**config.mk**
```make
export PLATFORM = sky130hd
export DESIGN_NAME = bis_ram
export DESIGN_NICKNAME = d
export VERILOG_FILES = /design/src/rtl/bis_ram.sv
export SDC_FILE = /design/constraint.sdc
export NUM_CORES = 2
export LEC_CHECK = 0
export BUFFER_PORTS_ARGS = -buffer_cell sky130_fd_sc_hd__buf_2
export CAP_MARGIN = 20
export CORE_MARGIN = 5
export CORE_UTILIZATION = 46
export CTS_CLUSTER_DIAMETER = 30
export DETAILED_ROUTE_END_ITERATION = 8
export GPL_TIMING_DRIVEN = 0
export PLACE_DENSITY = 0.7
export SYNTH_ARGS = -nofsm -noshare
export SYNTH_HDL_FRONTEND = slang
export SYNTH_SLANG_ARGS = --single-unit
export TNS_END_PERCENT = 30
```
**constraint.sdc**
```tcl
create_clock -name clock -period 6.6 [get_ports clock]
set_input_delay 0.66 -clock clock [delete_from_list [all_inputs] [get_ports clock]]
set_output_delay 0.66 -clock clock [all_outputs]
set_load 0.005 [all_outputs]
```
**src/rtl/bis_ram.sv**
```systemverilog
`timescale 1ns / 1ps

module bis_ram #(
   parameter  int WIDTH  = 8,
   parameter  int DEPTH  = 256,
   localparam int ADDR_W = (DEPTH > 1) ? $clog2(DEPTH) : 1
) (
   input  logic              clock,
   input  logic              en,
   input  logic              we,
   input  logic [ADDR_W-1:0] addr,
   input  logic [WIDTH-1:0]  wdata,
   output logic [WIDTH-1:0]  rdata
);

   logic [WIDTH-1:0] mem_ff [DEPTH];
   logic [WIDTH-1:0] rdata_ff;

   // Single port, read-first; read data held while the port is not enabled.
   always_ff @(posedge clock) begin
      if (en) begin
         if (we) begin
            mem_ff[addr] <= wdata;
         end
         rdata_ff <= mem_ff[addr];
      end
   end

   assign rdata = rdata_ff;

endmodule

```
# Word-level counts from Yosys, hierarchy flattened
# Memories as Yosys holds them, arrays and structs flattened. A register that Yosys moved wholly into a read port is not among the register bits.
# Index checks and enable logic that the tools add are counted.
[classes]
n_mux = 3
[ops]
columns = ["operator", "count"]
rows = [
  ["$mux 1", 3],
]
[word_totals]
word_cells = 4
register_bits = 0
memories = 1
input_bits = 19
ram_bits = 2048
[memory_table]
columns = ["name", "depth", "word_bits", "rd", "rd_ports_with_merged_regs", "write_ports", "line_no", "source"]
rows = [
  ["mem_ff", 256, 8, 1, 1, 1, "16", "logic [WIDTH-1:0] mem_ff [DEPTH];"],
]

# Logic depth before layout (Yosys ltp)
[logic_depth]
depth_word = 3
mapped_depth = 9

# Worst setup path after synthesis
# No wires, ideal clock.
[synth_timing]
path_kind = "input to register"
from = "in addr[0]"
to = "mem mem_ff[105][0], enable pin"
setup_time_ns = 0.370
path_buffers = 5
cell_stages = 8
setup_slack_ns = 3.680
required_ns = 6.230
t_arrival_ns = 2.550
cell_sequence = "clkbuf_1 -> buf_4 -> buf_4 -> buf_2 -> nor3b_1 -> nand2_1 -> clkbuf_1 -> nor2_1"
[synth_lines]
columns = ["element", "line_no", "source"]
rows = [
  ["from (decl)", "11", "input logic [ADDR_W-1:0] addr,"],
  ["to (decl)", "16", ""],
]
# Straight into the memory's write port.

# Worst setup path after layout
[layout_timing]
from = "in addr[2]"
to = "mem mem_ff[98][6], enable pin"
# Straight into the memory's write port.

==> results.sh <==
export IMPL_yosys_warnings=0
export IMPL_dr_total_vias=40800
export IMPL_synth_edf_count=2056
export IMPL_buffer_ports_inserted=24
export IMPL_max_cap_violations=0
export IMPL_drt_iter0_drc=6426
export IMPL_worst_setup_hold_path_clk_slew_ns=0.05
export IMPL_postSynthCellCount=3525
export IMPL_floorplan_die_height_um=423
export IMPL_cellLeakagePower_nw=29.4
export IMPL_detail_route_first_pass_iterations=9
export IMPL_pre_cts_ws_ns=1.03
export IMPL_synth_cell_type_count=21
export IMPL_post_synth_instance_area_sq_mm=0.0784
export IMPL_final_min_period_over_clock_period=0.735
export IMPL_worst_pin_slew_ns=1.20
export IMPL_detail_route_wl_per_cell_um=33.3
export IMPL_htreeDepth=5
export IMPL_finalWorstSetupSlack_ns=1.75
export IMPL_tritoncts="built"
export IMPL_synth_top_cells_by_count="2056 x edfxtp_1, 512 x mux4_2, 259 x nor2_1"
export IMPL_postCtsSetupRepairBufs=0
export IMPL_grt_antenna_before_repair=12
export IMPL_worst_clock_skew_ns=0.0465
export IMPL_final_min_clock_period_ns=4.85
export IMPL_fill_cells=12000
export IMPL_sum_of_overflow_across_all_layers_after_global_routing=0
export IMPL_ir_worst_vdd_uv=362
export IMPL_synth_avg_cell_area_sq_um=22.2
export IMPL_critical_path_sink_type="flop"
export IMPL_timing_slew_headroom=0.201
export IMPL_drive_above_1_share=0.290
export IMPL_grt_pass1_wl_um=302000
export IMPL_clk_insertion_delay_late_ns=0.90
export IMPL_rows=151
export IMPL_synth_top_cell_by_area="edfxtp_1"
export IMPL_setup_violations_final=0
export IMPL_cp_required_ns=7.08
export IMPL_groute_usage_overall=0.238
export IMPL_synth_sequential_area_ratio=0.788
export IMPL_start_util=0.462
export IMPL_cts_made_buffers=364
export IMPL_post_synth_and_or_nand_nor_area_fraction=0.0160
export IMPL_netlist_top_cells_area="edfxtp_1 79%, mux4_2 15%, a22oi_1 2.5%, nor2_1 1.2%, a21oi_1 0.82%"
export IMPL_synth_top_family_by_area="multiplexers"
export IMPL_timing_final_hold_violations=0
export IMPL_synth_seq_cells=2056
export IMPL_core_sq_mm=0.169
export IMPL_synth_mux_area_frac=0.147
export IMPL_synth_top_area_share=0.788
export IMPL_grt_setup_unrepaired="no"
export IMPL_detailed_route_wire_length_um=215000
export IMPL_power_density_mw_per_mm2=366
export IMPL_dp_hpwl_um=131000
export IMPL_cts_num_sinks=2056
export IMPL_synth_adder_area_share=0
export IMPL_synthFlopType="edfxtp_1"
export IMPL_finalWeightedCongestion=0.991
export IMPL_setup_total_negative_slack_ns=0
export IMPL_drcViolationCount=0
export IMPL_slew_viol_final=0
export IMPL_cts_resized=0
export IMPL_clockBufferDepth=4
export IMPL_synth_area_in_xor_xnor=0
export IMPL_die_x_um=423
export IMPL_critical_path_arrival_ns=5.33
export IMPL_floorplan_io_pins=27
export IMPL_drtAntennaViolNets=0
export IMPL_setup_worst_path_class="primary input to flop"
export IMPL_synthMostInstantiatedCell="edfxtp_1"
export IMPL_floorplan_die_area_sq_mm=0.179
export IMPL_number_of_nets_in_the_finished_design=3962
export IMPL_clock_root_buffer="clkbuf_16"
export IMPL_crit_fanout=10
export IMPL_grt_pass1_vias=41000
export IMPL_area_overhead_of_the_layout_relative_to_synthesis_pct=20.4
export IMPL_synth_compound_gate_area_share=0.0363
export IMPL_max_freq_mhz=206
export IMPL_postSynth_asyncResetShare=0
export IMPL_hold_path_class="primary input to flop"
export IMPL_synthesis_nets=3544
export IMPL_grt_max_degree=152
export IMPL_ctsHoldBuffers=0
export IMPL_run_status="finished clean"
export IMPL_via_to_cell_ratio=6.32
export IMPL_worst_setup_path_start_kind="primary input"
## worst paths after layout
kind	from	to	slack (ns)	depth (start not counted)
worst max-delay path	addr[2]	mem_ff[98][6]	1.75	8
worst min-delay path	en	rdata[5]	0.15	1
worst max register to register	mem_ff[175][0]	rdata[0]	3.25	5
worst min register to register	mem_ff[135][5]	rdata[5]	1.29	5
## metrics by stage
stage / util / instances / power (mW) / cell area (sq um) / hold WS [ns]
2_1_floorplan: - / 3525 / 15.3 / 78400 / 0.759
3_3_place_gp: 0.479 / 5767 / 15.9 / 81300 / 1.04
3_5_place_dp: 0.484 / 5792 / 15.9 / 82000 / 1.05
4_1_cts: 0.556 / 6435 / 34.6 / 94300 / 0.0884
5_1_grt: 0.557 / 6438 / 35.3 / 94300 / 0.110
6_report: 0.557 / 6453 / 34.5 / 94400 / 0.147
## cells by family after synthesis
group	count (synthesis)
and+or+nand+nor	316
DFF	2056
AOI/OAI and AO/OA	416
muxes	512
buffers and inverters	225
## sequential cells by signal (all words and copies together) (netlist names)
register and cells:
mem_ff 2048, rdata 8
## cell type report
| type | instances | area (sq um) | share of cell area |
|---|---|---|---|
| Antenna cell | 15 | 37.5 | 0.000398 |
| Buffer | 225 | 1020 | 0.0108 |
| Clock buffer | 397 | 9400 | 0.0996 |
| Clock inverter | 246 | 2930 | 0.0310 |
| Multi-Input combinational cell | 1244 | 15600 | 0.166 |
| Sequential cell | 2056 | 61700 | 0.654 |
| Tap cell | 2218 | 2780 | 0.0294 |
| Timing Repair Buffer | 52 | 851 | 0.00901 |
## placed cells by master (no fill, tap or decap), drive strengths merged
master / n
and4: 1
mux4: 512
nand2: 30
nand3: 4
nor2: 259
a22oi: 256
edfxtp: 2056
clkbuf: 540
nor3b: 2
or2: 1
nand2b: 2
a21oi: 128
clkinv: 106
nand4: 8
clkinvlp: 45
bufinv: 52
diode: 15
inv: 43
nor3: 1
o41ai: 32
and2: 2
nor2b: 6
buf: 134
## power by group
| part | switching [mW] | internal (mW) |
|---|---|---|
| logic | 0.856 | 0.414 |
| registers | 0.00524 | 14.4 |
| clock network | 6.48 | 12.4 |
| total | 7.34 | 27.2 |
## per-layer routing
metal	vias up	wire length [um]	global-route usage
li1	16000	-	-
met1	21200	75500	0.308
met2	2904	99000	0.353
met3	649	28400	0.0896
met4	2	11700	0.126
met5	-	17	0
## worst max-delay path, cell delays in order
cell	delay (ns)
buf_2	0.13
nor2_1	0.65
clkbuf_1	0.58
buf_8	0.25
clkbuf_1	0.46
nand2_1	0.86
clkbuf_2	0.82
nor2_1	0.89
(Power assumes the default switching activity.)
